`src/hw/rtl/eighty_column_card_bus_interface_macros.svh`:
```
// ============================================================================
// Assertion macros for the 80-column card bus interface
// Immediate-style wrappers around concurrent assertions; empty in synthesis.
// ============================================================================
`ifndef EIGHTY_COLUMN_CARD_BUS_INTERFACE_MACROS_SVH
`define EIGHTY_COLUMN_CARD_BUS_INTERFACE_MACROS_SVH
`ifndef SYNTHESIS
// antecedent implies consequent in the same cycle
`define ECCBI_ASSERT(label, clk, rst_n, ante, cons, msg) \
    label: assert property (@(posedge clk) disable iff (!(rst_n)) (ante) |-> (cons)) \
        else $error(msg);
// antecedent implies consequent in the next cycle
`define ECCBI_ASSERT_NXT(label, clk, rst_n, ante, cons, msg) \
    label: assert property (@(posedge clk) disable iff (!(rst_n)) (ante) |=> (cons)) \
        else $error(msg);
`else
`define ECCBI_ASSERT(label, clk, rst_n, ante, cons, msg)
`define ECCBI_ASSERT_NXT(label, clk, rst_n, ante, cons, msg)
`endif
`endif

```
`src/hw/rtl/eccbi_pkg.sv`:
```
// ============================================================================
// eccbi_pkg
// Shared types and constants of the 80-column card bus interface.
// ============================================================================
package eccbi_pkg;

    localparam int unsigned SLOT_NUMBER_DEF = 3;
    localparam int unsigned COLUMNS_DEF     = 80;

    localparam int unsigned VRAM_BYTES  = 2048;
    localparam int unsigned VRAM_AW     = 11;
    localparam int unsigned ROM_BYTES   = 1024;
    localparam int unsigned ROM_AW      = 10;
    localparam int unsigned NUM_REGS    = 18;
    localparam int unsigned QUEUE_DEPTH = 2;

    // reciprocal division of a screen offset by the column count
    localparam int unsigned DIV_SHIFT = 18;
    localparam int unsigned RECIP_W   = 13;

    // window map
    localparam logic [10:0] WIN_RAM_LO = 11'h400;
    localparam logic [10:0] WIN_GAP    = 11'h600;

    // controller register indices
    localparam logic [4:0] REG_CUR_START = 5'd10;
    localparam logic [4:0] REG_CUR_END   = 5'd11;
    localparam logic [4:0] REG_START_HI  = 5'd12;
    localparam logic [4:0] REG_START_LO  = 5'd13;
    localparam logic [4:0] REG_CURSOR_HI = 5'd14;
    localparam logic [4:0] REG_CURSOR_LO = 5'd15;

    localparam logic [7:0] REG_DEFAULTS [NUM_REGS] = '{
        8'h7b, 8'h50, 8'h62, 8'h29, 8'h1b, 8'h08, 8'h18, 8'h19, 8'h00,
        8'h08, 8'hc0, 8'h08, 8'h00, 8'h00, 8'h00, 8'h00, 8'h00, 8'h00
    };

    localparam logic [3:0] CUR_TOP_RST = 4'd0;
    localparam logic [3:0] CUR_BOT_RST = 4'd8;

    // bus access codes
    typedef enum logic [2:0] {
        OP_IO_RD   = 3'd0,
        OP_IO_WR   = 3'd1,
        OP_WIN_RD  = 3'd2,
        OP_WIN_WR  = 3'd3,
        OP_SLOT_RD = 3'd4,
        OP_ROM_LD  = 3'd5
    } t_op;

    // classified access
    typedef enum logic [2:0] {
        K_NOP    = 3'd0,
        K_IO_RD  = 3'd1,
        K_IO_WR  = 3'd2,
        K_ROM_RD = 3'd3,
        K_RAM_RD = 3'd4,
        K_RAM_WR = 3'd5,
        K_ROM_LD = 3'd6
    } t_kind;

    typedef struct packed {
        t_kind             kind;
        logic              io_sel;    // 1: data register, 0: index
        logic [1:0]        bank;
        logic [8:0]        ram_off;
        logic [ROM_AW-1:0] rom_addr;
        logic [7:0]        data;
    } t_cmd;

    typedef enum logic [1:0] {
        SRC_ZERO = 2'd0,
        SRC_REG  = 2'd1,
        SRC_RAM  = 2'd2,
        SRC_ROM  = 2'd3
    } t_rd_src;

endpackage

```
`src/hw/rtl/eccbi_front.sv`:
```
// ============================================================================
// eccbi_front
// Accepts bus accesses and classifies them into queue commands.
// ============================================================================
module eccbi_front #(
    parameter int unsigned SLOT_NUMBER = eccbi_pkg::SLOT_NUMBER_DEF
) (
    input  logic              i_valid,
    output logic              o_ready,
    input  logic [2:0]        i_op,
    input  logic [10:0]       i_addr,
    input  logic [7:0]        i_data,
    input  logic              i_full,
    input  logic              i_busy,
    output logic              o_push,
    output eccbi_pkg::t_cmd   o_cmd
);

    localparam logic [1:0] SLOT_PAGE = 2'(SLOT_NUMBER);

    assign o_ready = !i_full && !i_busy;
    assign o_push  = i_valid && o_ready;

    always_comb begin
        o_cmd          = '0;
        o_cmd.kind     = eccbi_pkg::K_NOP;
        o_cmd.io_sel   = i_addr[0];
        o_cmd.bank     = i_addr[3:2];
        o_cmd.ram_off  = i_addr[8:0];
        o_cmd.rom_addr = i_addr[eccbi_pkg::ROM_AW-1:0];
        o_cmd.data     = i_data;
        case (eccbi_pkg::t_op'(i_op))
            eccbi_pkg::OP_IO_RD: begin
                o_cmd.kind = eccbi_pkg::K_IO_RD;
            end
            eccbi_pkg::OP_IO_WR: begin
                o_cmd.kind = eccbi_pkg::K_IO_WR;
            end
            eccbi_pkg::OP_WIN_RD: begin
                if (i_addr < eccbi_pkg::WIN_RAM_LO) begin
                    o_cmd.kind = eccbi_pkg::K_ROM_RD;
                end else if (i_addr < eccbi_pkg::WIN_GAP) begin
                    o_cmd.kind = eccbi_pkg::K_RAM_RD;
                end
            end
            eccbi_pkg::OP_WIN_WR: begin
                if (i_addr >= eccbi_pkg::WIN_RAM_LO && i_addr < eccbi_pkg::WIN_GAP) begin
                    o_cmd.kind = eccbi_pkg::K_RAM_WR;
                end
            end
            eccbi_pkg::OP_SLOT_RD: begin
                o_cmd.kind     = eccbi_pkg::K_ROM_RD;
                o_cmd.rom_addr = {SLOT_PAGE, i_addr[7:0]};
            end
            eccbi_pkg::OP_ROM_LD: begin
                o_cmd.kind = eccbi_pkg::K_ROM_LD;
            end
            default: begin
                o_cmd.kind = eccbi_pkg::K_NOP;
            end
        endcase
    end

endmodule

```
`config.mk`:
```
export PLATFORM = sky130hd
export DESIGN_NAME = eccbi_front
export DESIGN_NICKNAME = d
export VERILOG_FILES = /design/src/hw/rtl/eighty_column_card_bus_interface_macros.svh /design/src/hw/rtl/eccbi_pkg.sv /design/src/hw/rtl/eccbi_front.sv
export SDC_FILE = /design/constraint.sdc
export NUM_CORES = 1
export LEC_CHECK = 0
export BUFFER_PORTS_ARGS = -buffer_cell sky130_fd_sc_hd__clkbuf_2
export CAP_MARGIN = 15
export CORE_AREA = 2 2 39 41
export DETAILED_ROUTE_END_ITERATION = 8
export DIE_AREA = 0 0 41 43
export GPL_TIMING_DRIVEN = 0
export PLACE_DENSITY = 0.84
export SYNTH_ARGS = -nofsm -noshare
export SYNTH_HDL_FRONTEND = slang
export SYNTH_SLANG_ARGS = --single-unit
```
`constraint.sdc`:
```
create_clock -name vclk -period 1.2
set_input_delay 0.06 -clock vclk [all_inputs]
set_output_delay 0.06 -clock vclk [all_outputs]
set_load 0.05 [all_outputs]
```
Word-level counts from Yosys, hierarchy flattened

Cells that the tools add are included.

Flip-flop bits (word level): 0
Input port bits: 25
Output and inout port bits: 35

Order comparisons: 3
Equal/unequal tests: 5
Multiplexer cells: 5
Reduce and logical (&&, ||, !) cells: 6

Operators with widths:

| kind                                                      | count |
|---|---|
| < comparator 11 bit, second input constant                | 2 |
| one-hot mux 3 bit (6 select lines)                        | 1 |
| greater-or-equal comparator 11 bit, second input constant | 1 |
| 2-to-1 mux 10 bit                                         | 1 |
| 2-to-1 mux 3 bit                                          | 3 |
| == test 3 x 2 -> 1 bit, second input constant             | 2 |
| == test 3 bit, second input constant                      | 2 |
| == test 3 x 1 -> 1 bit, second input constant             | 1 |
| logical AND 1 bit                                         | 3 |
| logical NOT 3 bit                                         | 1 |
| logical NOT 1 bit                                         | 2 |

Logic depth before layout (Yosys ltp)

Depth after elaboration: 4
Depth in mapped cells: 2

Worst setup path after synthesis

OpenSTA, ideal clock, no wires.

Path type: input to output
From: input i_busy
To: output o_push
Arrival: 1.275 ns
Data required time: 1.140 ns
Path slack: -0.135 ns
Stages: 2
Path buffers: 0
Path through: nor2_1 -> and2_1

Longest elaborated chain between the ends: 3

RTL lines:

| item              | RTL line          | text |
|---|---|---|
| from (decl)       | eccbi_front.sv:14 | `input logic i_busy,` |
| logical NOT 1 bit | eccbi_front.sv:21 | `assign o_ready = !i_full && !i_busy;` |
| logical AND 1 bit | eccbi_front.sv:21 |  |
| logical AND 1 bit | eccbi_front.sv:22 | `assign o_push = i_valid && o_ready;` |
| to (decl)         | eccbi_front.sv:15 | `output logic o_push,` |

No other way between the ends.

==> results.sh <==
export IMPL_place_ws_ns=0.0455
export IMPL_synth_avg_cell_area_um2=7.12
export IMPL_nFillCells=148
export IMPL_drcViolationCount=0
export IMPL_drt_wirelength_per_cell_um=7.05
export IMPL_yosysWarnings=0
export IMPL_seq_cell_count=0
export IMPL_core_mm2=0.00138
export IMPL_postRouteAntennaNets=0
export IMPL_fmax_ghz=0.872
export IMPL_setup_slack_ns=0.0533
export IMPL_synth_most_common_cell="buf_4"
export IMPL_total_power_w=0.000402
export IMPL_syn_cell_area_um2=299
export IMPL_nClkBuffers=0
export IMPL_cts_hold_buffers=0
export IMPL_max_slew_margin_pct=81.4
export IMPL_top_layer_used="met3"
export IMPL_setup_viol=0
export IMPL_drive_gt1_share_pct=89.5
export IMPL_maxCapViolCount=0
export IMPL_io_buffers=44
export IMPL_yosysTopAreaCellShare_pct=70.3
export IMPL_rows=14
export IMPL_regArea_um2=0
export IMPL_antenna_found_initial=0
export IMPL_synth_commonest_cells="buf_4 (28), nand2_1 (2), nor2_1 (2), or2_2 (2)"
export IMPL_p_leak_nw=0.353
export IMPL_area_growth_pct=84.5
export IMPL_chipWidth_um=41
export IMPL_die_area_mm2=0.00176
export IMPL_dpl_cell_count=102
export IMPL_status="finished clean"
export IMPL_first_pass_iters=1
export IMPL_grt_pass1_wl_um=1060
export IMPL_crit_type="input port to primary output"
export IMPL_yosysTopAreaCell="buf_4"
export IMPL_post_cts_setup_buffer_count=0
export IMPL_num_vias=397
export IMPL_worstPathArrival_ns=1.09
export IMPL_yosysSeqAreaShare_pct=0
export IMPL_multiInputGateArea_um2=101
export IMPL_wl_met1_um=191
export IMPL_power_density_mw_per_mm2=729
export IMPL_crit_fanout=6
export IMPL_die_h_um=43
export IMPL_grt_overflow_total=0
export IMPL_setup_tns_ns=0
export IMPL_rsz0062_at_grt="false"
export IMPL_hpwl_um=694
export IMPL_yosysUniqueCellTypes=12
export IMPL_drv_slew=0
export IMPL_grt_pass1_vias=339
export IMPL_cp_required_ns=1.14
export IMPL_via_per_inst=3.89
export IMPL_cts_resized=0
export IMPL_n_antenna_cell=0
export IMPL_grt_usage_pct=7.69
export IMPL_place_gp_congestion=0.543
export IMPL_initial_core_util_pct=21.6
export IMPL_wl_met3_um=119
export IMPL_worst_pin_slew_ns=0.281
export IMPL_hold_path_class="input port to primary output"
export IMPL_finish_net_count=113
export IMPL_stdcell_count=102
export IMPL_yosys_top_cells_area="buf_4 (70%), or2_2 (4.2%), mux2i_1 (3.3%), or4b_1 (3.3%), or3b_1 (2.9%)"
export IMPL_synth_fp_nets=67
export IMPL_hold_viol_final=0
export IMPL_period_share_pct=95.6
export IMPL_wl_met2_um=409
export IMPL_worst_hold_slack_ns=0.447
export IMPL_endpoint_kind="primary output"
export IMPL_grt_max_degree=7
export IMPL_vdd_drop_max_v=0.000247
export IMPL_ioPinCount=60
export IMPL_critPathLaunchType="input port"
export IMPL_synth_cells=42
export IMPL_drt_iter0_markers=0
export IMPL_wl_um=719
export IMPL_finalCriticalPeriod_ns=1.15
## power by group
group	internal (W)	switching [W]	leakage (nW)	total, W
Sequential	0	0	0	0
Clock	0	0	0	0
Combinational	0.000122	0.000280	0.353	0.000402
Total	0.000122	0.000280	0.353	0.000402
## cells in the final DEF, fill, tap and decap left out
cell and count:
clkbuf_2 44, o21a_1 1, or3b_1 1, nor3b_1 1
o22ai_2 1, or4b_1 1, or2_2 2, buf_4 28
nand2_1 2, mux2i_2 1, nor2_1 1, nor2_2 1
o21ai_1 1, and2_1 1
## kinds of logic (layout without fill, tap and decap cells)
group	Yosys count	after routing	synth area share [%]
mux	1	1	3.35
compound gates	3	3	6.28
buf+inv	28	72	70.3
simple gates	10	10	20.1
## routing by layer
layer | track usage (%) | up-vias
met4 | 0 | 0
met2 | 18.1 | 28
met1 | 6.01 | 172
met3 | 0 | 0
met5 | 0 | -
li1 | - | 197
## path summary, 6_finish.rpt
path,startpoint,to,slack [ns],depth (start not counted)
max,i_op[0],o_cmd[31],0.05,4
min,i_data[6],o_cmd[6],0.45,2
## worst max-delay path, stage by stage
cell      delay, ns
clkbuf_2       0.13
or4b_1         0.53
o21ai_1        0.09
clkbuf_2       0.29
## through the flow
| step | area, µm² | utilization [%] |
|---|---|---|
| after detailed placement | 552 | 39.9 |
| after global routing | 552 | 39.9 |
| after global placement | 552 | 39.9 |
| after CTS | 552 | 39.9 |
| after floorplan | 312 | - |
| final | 552 | 39.9 |
## final cells by class
class	instances	share of cell area, %
buffer	28	38.1
multi-input combinational	14	18.4
tap	16	3.63
timing repair buffer	44	39.9
No activity file was read; power rests on OpenSTA's default activity.
