===== src/hw/rtl/eighty_column_card_bus_interface_macros.svh =====
// ============================================================================
// Assertion macros for the 80-column card bus interface
// Immediate-style wrappers around concurrent assertions; empty in synthesis.
// ============================================================================
`ifndef EIGHTY_COLUMN_CARD_BUS_INTERFACE_MACROS_SVH
`define EIGHTY_COLUMN_CARD_BUS_INTERFACE_MACROS_SVH
`ifndef SYNTHESIS
// antecedent implies consequent in the same cycle
`define ECCBI_ASSERT(label, clk, rst_n, ante, cons, msg) \
    label: assert property (@(posedge clk) disable iff (!(rst_n)) (ante) |-> (cons)) \
        else $error(msg);
// antecedent implies consequent in the next cycle
`define ECCBI_ASSERT_NXT(label, clk, rst_n, ante, cons, msg) \
    label: assert property (@(posedge clk) disable iff (!(rst_n)) (ante) |=> (cons)) \
        else $error(msg);
`else
`define ECCBI_ASSERT(label, clk, rst_n, ante, cons, msg)
`define ECCBI_ASSERT_NXT(label, clk, rst_n, ante, cons, msg)
`endif
`endif


===== src/hw/rtl/eccbi_pkg.sv =====
// ============================================================================
// eccbi_pkg
// Shared types and constants of the 80-column card bus interface.
// ============================================================================
package eccbi_pkg;

    localparam int unsigned SLOT_NUMBER_DEF = 3;
    localparam int unsigned COLUMNS_DEF     = 80;

    localparam int unsigned VRAM_BYTES  = 2048;
    localparam int unsigned VRAM_AW     = 11;
    localparam int unsigned ROM_BYTES   = 1024;
    localparam int unsigned ROM_AW      = 10;
    localparam int unsigned NUM_REGS    = 18;
    localparam int unsigned QUEUE_DEPTH = 2;

    // reciprocal division of a screen offset by the column count
    localparam int unsigned DIV_SHIFT = 18;
    localparam int unsigned RECIP_W   = 13;

    // window map
    localparam logic [10:0] WIN_RAM_LO = 11'h400;
    localparam logic [10:0] WIN_GAP    = 11'h600;

    // controller register indices
    localparam logic [4:0] REG_CUR_START = 5'd10;
    localparam logic [4:0] REG_CUR_END   = 5'd11;
    localparam logic [4:0] REG_START_HI  = 5'd12;
    localparam logic [4:0] REG_START_LO  = 5'd13;
    localparam logic [4:0] REG_CURSOR_HI = 5'd14;
    localparam logic [4:0] REG_CURSOR_LO = 5'd15;

    localparam logic [7:0] REG_DEFAULTS [NUM_REGS] = '{
        8'h7b, 8'h50, 8'h62, 8'h29, 8'h1b, 8'h08, 8'h18, 8'h19, 8'h00,
        8'h08, 8'hc0, 8'h08, 8'h00, 8'h00, 8'h00, 8'h00, 8'h00, 8'h00
    };

    localparam logic [3:0] CUR_TOP_RST = 4'd0;
    localparam logic [3:0] CUR_BOT_RST = 4'd8;

    // bus access codes
    typedef enum logic [2:0] {
        OP_IO_RD   = 3'd0,
        OP_IO_WR   = 3'd1,
        OP_WIN_RD  = 3'd2,
        OP_WIN_WR  = 3'd3,
        OP_SLOT_RD = 3'd4,
        OP_ROM_LD  = 3'd5
    } t_op;

    // classified access
    typedef enum logic [2:0] {
        K_NOP    = 3'd0,
        K_IO_RD  = 3'd1,
        K_IO_WR  = 3'd2,
        K_ROM_RD = 3'd3,
        K_RAM_RD = 3'd4,
        K_RAM_WR = 3'd5,
        K_ROM_LD = 3'd6
    } t_kind;

    typedef struct packed {
        t_kind             kind;
        logic              io_sel;    // 1: data register, 0: index
        logic [1:0]        bank;
        logic [8:0]        ram_off;
        logic [ROM_AW-1:0] rom_addr;
        logic [7:0]        data;
    } t_cmd;

    typedef enum logic [1:0] {
        SRC_ZERO = 2'd0,
        SRC_REG  = 2'd1,
        SRC_RAM  = 2'd2,
        SRC_ROM  = 2'd3
    } t_rd_src;

endpackage


===== src/hw/rtl/eccbi_queue.sv =====
// ============================================================================
// eccbi_queue
// Short command queue between the front and back ends.
// ============================================================================
`include "eighty_column_card_bus_interface_macros.svh"

module eccbi_queue (
    input  logic              i_clk,
    input  logic              i_rst_n,
    input  logic              i_push,
    input  eccbi_pkg::t_cmd   i_cmd,
    output logic              o_full,
    output logic              o_valid,
    output eccbi_pkg::t_cmd   o_cmd,
    input  logic              i_pop
);

    localparam int unsigned DEPTH = eccbi_pkg::QUEUE_DEPTH;
    localparam int unsigned PTR_W = (DEPTH > 1) ? $clog2(DEPTH) : 1;
    localparam int unsigned CNT_W = $clog2(DEPTH + 1);

    eccbi_pkg::t_cmd    r_mem [DEPTH];
    logic [PTR_W-1:0]   r_wr_ptr, n_wr_ptr;
    logic [PTR_W-1:0]   r_rd_ptr, n_rd_ptr;
    logic [CNT_W-1:0]   r_count, n_count;

    assign o_full  = (r_count == CNT_W'(DEPTH));
    assign o_valid = (r_count != '0);
    assign o_cmd   = r_mem[r_rd_ptr];

    always_comb begin
        n_wr_ptr = r_wr_ptr;
        n_rd_ptr = r_rd_ptr;
        n_count  = r_count;
        if (i_push) begin
            n_wr_ptr = (r_wr_ptr == PTR_W'(DEPTH - 1)) ? '0 : r_wr_ptr + 1'b1;
        end
        if (i_pop) begin
            n_rd_ptr = (r_rd_ptr == PTR_W'(DEPTH - 1)) ? '0 : r_rd_ptr + 1'b1;
        end
        case ({i_push, i_pop})
            2'b10:   n_count = r_count + 1'b1;
            2'b01:   n_count = r_count - 1'b1;
            default: n_count = r_count;
        endcase
    end

    always_ff @(posedge i_clk) begin
        if (!i_rst_n) begin
            r_wr_ptr <= '0;
            r_rd_ptr <= '0;
            r_count  <= '0;
        end else begin
            r_wr_ptr <= n_wr_ptr;
            r_rd_ptr <= n_rd_ptr;
            r_count  <= n_count;
        end
    end

    always_ff @(posedge i_clk) begin
        if (i_push) begin
            r_mem[r_wr_ptr] <= i_cmd;
        end
    end

    `ECCBI_ASSERT(a_no_overflow, i_clk, i_rst_n, i_push, !o_full || i_pop && 1'b0, "queue push while full")
    `ECCBI_ASSERT(a_no_underflow, i_clk, i_rst_n, i_pop, o_valid, "queue pop while empty")

endmodule


===== config.mk =====
export PLATFORM = sky130hd
export DESIGN_NAME = eccbi_queue
export DESIGN_NICKNAME = d
export VERILOG_FILES = /design/src/hw/rtl/eccbi_pkg.sv /design/src/hw/rtl/eccbi_queue.sv
export VERILOG_INCLUDE_DIRS = /design/src /design/src/hw/rtl
export SDC_FILE = /design/constraint.sdc
export NUM_CORES = 1
export LEC_CHECK = 0
export BUFFER_PORTS_ARGS = -buffer_cell sky130_fd_sc_hd__buf_4
export CORE_MARGIN = 10
export CORE_UTILIZATION = 51
export CTS_CLUSTER_SIZE = 14
export DETAILED_ROUTE_END_ITERATION = 16
export MAX_ROUTING_LAYER = met4
export PLACE_DENSITY = 0.81
export SLEW_MARGIN = 20
export SYNTH_ARGS = -nofsm -noshare
export SYNTH_HDL_FRONTEND = slang
export SYNTH_SLANG_ARGS = --single-unit

===== constraint.sdc =====
create_clock -name i_clk -period 2.5 [get_ports i_clk]
set_input_delay 0.375 -clock i_clk [delete_from_list [all_inputs] [get_ports i_clk]]
set_output_delay 0.375 -clock i_clk [all_outputs]
set_load 0.02 [all_outputs]

== Word-level counts from Yosys, hierarchy flattened ==
Memory sizes are Yosys's and may differ from the RTL's. A register that Yosys moved wholly into a read port is not among the register bits.
Index checks and enable logic that the tools add are counted.

* Register bits: 4
* Memory bits (writable): 66
* Logic and storage cells: 20
* Memories: 1

* Add/sub/neg operators: 4
* Equal/unequal tests: 3
* Mux-type cells: 7
* Reduce and logical (&&, ||, !) cells: 2

{| class="wikitable"
|+ Memory list
! memory !! words !! bits a word !! read ports !! clocked after Yosys merged registers in !! wr ports !! line !! RTL
|-
| r_mem || 2 || 33 || 1 || 1 || 1 || eccbi_queue.sv:22 || <nowiki>eccbi_pkg::t_cmd r_mem [DEPTH];</nowiki>
|}

{| class="wikitable"
|+ Operator list
! operator !! number
|-
| $mux 1 || 6
|-
| $eq 2x2->1 const B || 2
|-
| $pmux 2 s2 || 1
|-
| $reduce_bool 2->1 || 2
|-
| $add 1x1->1 const B || 2
|-
| $add 2x1->2 const B || 1
|-
| $eq 2x1->1 const B || 1
|-
| $sub 2x1->2 const B || 1
|}

== Depth between registers and ports, before layout ==
* Depth after elaboration: 4
* Depth in mapped cells: 5
* Gate-level depth less buffers: 5

== Worst setup path after synthesis ==
OpenSTA, ideal clock, no wires.

* Kind: input port to flip-flop
* From: in i_push
* To: mem r_mem[0][0] in the netlist's numbering (enable)
* Arrival time: 1852 ps
* Required time: 2075 ps
* Slack: 223 ps
* Stages: 2
* Path buffers: 0
* Cells stage by stage: inv_1 nor2_1

* Longest elaborated chain between the ends: 2

{| class="wikitable"
|+ RTL lines
! element !! line !! RTL
|-
| start: declaration || eccbi_queue.sv:10 || <nowiki>input logic i_push,</nowiki>
|-
| $mux 1 || eccbi_queue.sv:61 || <nowiki>if (i_push) begin</nowiki>
|-
| $mux 1 (implied by the code) || eccbi_queue.sv:62 || <nowiki>r_mem[r_wr_ptr] <= i_cmd;</nowiki>
|-
| end: declaration || eccbi_queue.sv:22 ||
|}

Every way passes these cells.

==> impl_metrics.py <==
metrics = {
    "setup_path": {
        "crit_top_cell": "buf_4",
        "crit_chain": "buf_4, mux2_2, buf_4",
        "crit_slowest_cell": "mux2_2",
        "cp.arrival_ps": 1490,
        "critPathCaptureType": "primary output",
        "crit_fanout": 19,
        "critPathMaxStageDelay_ps": 380,
        "crit_type": "flip-flop to primary output",
        "required_ps": 2120,
        "start_kind": "flip-flop",
    },
    "pwr": {
        "p_leak_nw": 1.32,
        "total_power_mw": 2.70,
        "power_frac_comb": 0.142,
        "power_frac_clock": 0.343,
        "power_frac_seq": 0.515,
        "power_switching_uw": 601,
        "p_per_area_nw_per_um2": 784,
        "internal-power_mw": 2.10,
        "p_sw_frac": 0.223,
        "ir_worst_vdd_v": 0.000581,
    },
    "drt": {
        "dr.pass1.iters": 4,
        "wl_mm": 5.31,
        "avgViaCountPerCell": 4.99,
        "drtIter0Drc": 92,
        "wl_per_cell_um": 19.0,
        "vias": 1396,
        "remaining_drc_errors": 0,
        "postRouteAntennaNets": 0,
    },
    "clock_network": {
        "tritoncts": "yes",
        "cts_resized": 0,
        "cts_hold_repair.buffers": 0,
        "htree_levels": 3,
        "root_buffer": "clkbuf_8",
        "worstSkewPairLatency_ps": 340,
        "cts_buffers": 9,
        "cts_num_sinks": 71,
        "cts_buffer_depth": 2,
        "cts_setup_buffers": 0,
        "cts.clk_slew.worst_paths_ps": 70,
    },
    "job": {
        "cap_violations": 0,
    },
    "synth": {
        "synth_top_cell_by_area": "edfxtp_1",
        "ys_dominant_reg_cell": "edfxtp_1",
        "synthTopCellsByCount": "66 x edfxtp_1, 33 x mux2_2, 5 x dfxtp_1",
        "synth_top_area_share": 0.764,
        "synth.area.top_cells": "edfxtp_1 76%, mux2_2 14%, dfxtp_1 3.9%",
        "synthCells": 125,
        "synth-seq-cells": 71,
        "yosysMostFrequentCell": "edfxtp_1",
        "syn_area_per_cell_um2": 20.7,
        "synthArstFlopShare": 0,
        "yosysWarnings": 0,
        "synth_edf_count": 66,
        "synth_nets": 163,
        "yosysUniqueCellTypes": 17,
        "seq_area_frac_synth": 0.803,
        "syn_area_um2": 2590,
    },
    "sta": {
        "slew_headroom": 0.716,
        "min_period_ps": 1860,
        "hold_violations": 0,
        "finalMaxSlewViolations": 0,
        "fmax_mhz": 536,
        "grt_setup_unrepaired": "false",
        "finalWorstSetupSlack_ps": 636,
        "setup_viol": 0,
        "finalClockSkew_ps": 3.85,
        "fin_crit_sh": 0.746,
        "tightest_slew_ps": 425,
        "fin_setup_tns_ps": 0,
    },
    "grt": {
        "grt.total_usage": 0.135,
        "grt_pass1_vias": 1596,
        "grt_max_degree": 22,
        "gr-total-overflow": 0,
        "antenna_found_initial": 0,
        "grt_pass1_wl_mm": 8.32,
    },
    "cells_and_area": {
        "layout-drive-gt1-share": 0.596,
        "final_nets": 246,
        "syn_to_final_growth_pct": 32.8,
        "n_antenna_cell": 0,
        "fin_area_um2": 3440,
        "nFillCells": 344,
        "final_cells": 280,
    },
    "place": {
        "dpl.hpwl_mm": 3.86,
        "pre_cts_ws_ps": 874,
        "placed_cells": 264,
        "place.gp.congestion": 0.709,
        "portBuffers": 71,
        "placed_area_um2": 3230,
    },
    "floorplanning": {
        "core-area_um2": 4820,
        "die_area_um2": 8330,
        "die_y_um": 91.3,
        "rows": 25,
        "start_util": 0.538,
        "num_io_pins": 72,
        "die_width_um": 91.3,
    },
    "min_path": {
        "hold_class": "input pin to flip-flop",
    },
    "run_status": {
        "outcome": "finished clean",
    },
}
placed cells by master, fill, tap and decap left out, types with 2 or more instances in the layout:
master    netlist  routed
buf_4           0      76
clkbuf_8        0      12
xnor2_1         2       2
mux2_2         33      33
dfxtp_1         5       5
edfxtp_1       66      66
and2_1          4       4
clkinv_2        0       2
logic make-up (layout without fill, tap and decap cells):
| logic type | count (synthesis) | count (layout) | synth area share |
|---|---|---|---|
| adders and majority gates | 1 | 1 | 0.00483 |
| DFF | 71 | 71 | 0.803 |
| AOI/OAI and AO/OA | 3 | 3 | 0.00772 |
| muxes | 33 | 33 | 0.143 |
| and+or+nand+nor | 9 | 9 | 0.0217 |
| buffers and inverters | 5 | 93 | 0.00917 |
| xor gates and xnor gates | 3 | 3 | 0.0101 |
final cells by class:
type	count	area, µm²	share of cell area
Clock inverter	3	40.0	0.0116
Sequential cell	71	2080	0.605
Timing Repair Buffer	76	571	0.166
Inverter	1	3.75	0.00109
Clock buffer	13	169	0.0491
Tap cell	67	83.8	0.0243
Multi-Input combinational cell	49	494	0.144
layer usage:
metal  track usage  vias to the layer above  share of wire
met1         0.127                      690           0.36
li1              -                      647              -
met3        0.0469                       16          0.040
met4        0.0757                        0          0.031
met2         0.236                       43           0.57
met5             -                        -              0
through the flow:
stage | hold slack, ps | utilization
2_1_floorplan | 461 | -
3_3_place_gp | 473 | 0.671
3_5_place_dp | 496 | 0.671
4_1_cts | 207 | 0.715
5_1_grt | 200 | 0.715
6_report | 220 | 0.715
critical path: cells and delay by family (launching register included):
family   cells  cell delay (ps)
buf+inv      2              430
flops        1              340
mux          1              380
registers in the layout, indices dropped and copies added, names as in the netlist, named ones only:
register / cells
r_mem: 66
r_count: 2
r_rd_ptr: 1
r_wr_ptr: 1
path summary, 6_finish.rpt:
kind	from	to	slack, ps	depth (start not counted)
hold reg to reg	r_count[1]$_SDFFE_PN0P_	r_count[1]$_SDFFE_PN0P_	500	2
setup reg to reg	r_wr_ptr$_SDFFE_PN0P_	r_mem[0][11]$_DFFE_PP_	1080	2
setup / recovery	flip-flop	o_cmd[8]	640	3
hold / removal	i_cmd[7]	r_mem[0][7]$_DFFE_PP_	220	1
power by group through the flow:
stage / clock network (mW) / registers [mW] / logic [mW]
3_3_place_gp: 0 / 1.41 / 0.377
4_1_cts: 0.942 / 1.39 / 0.392
2_1_floorplan: 0 / 1.41 / 0.211
5_1_grt: 1.00 / 1.40 / 0.407
3_5_place_dp: 0 / 1.42 / 0.389
6_report: 0.925 / 1.39 / 0.384
Power figures use the tool's default switching activity.
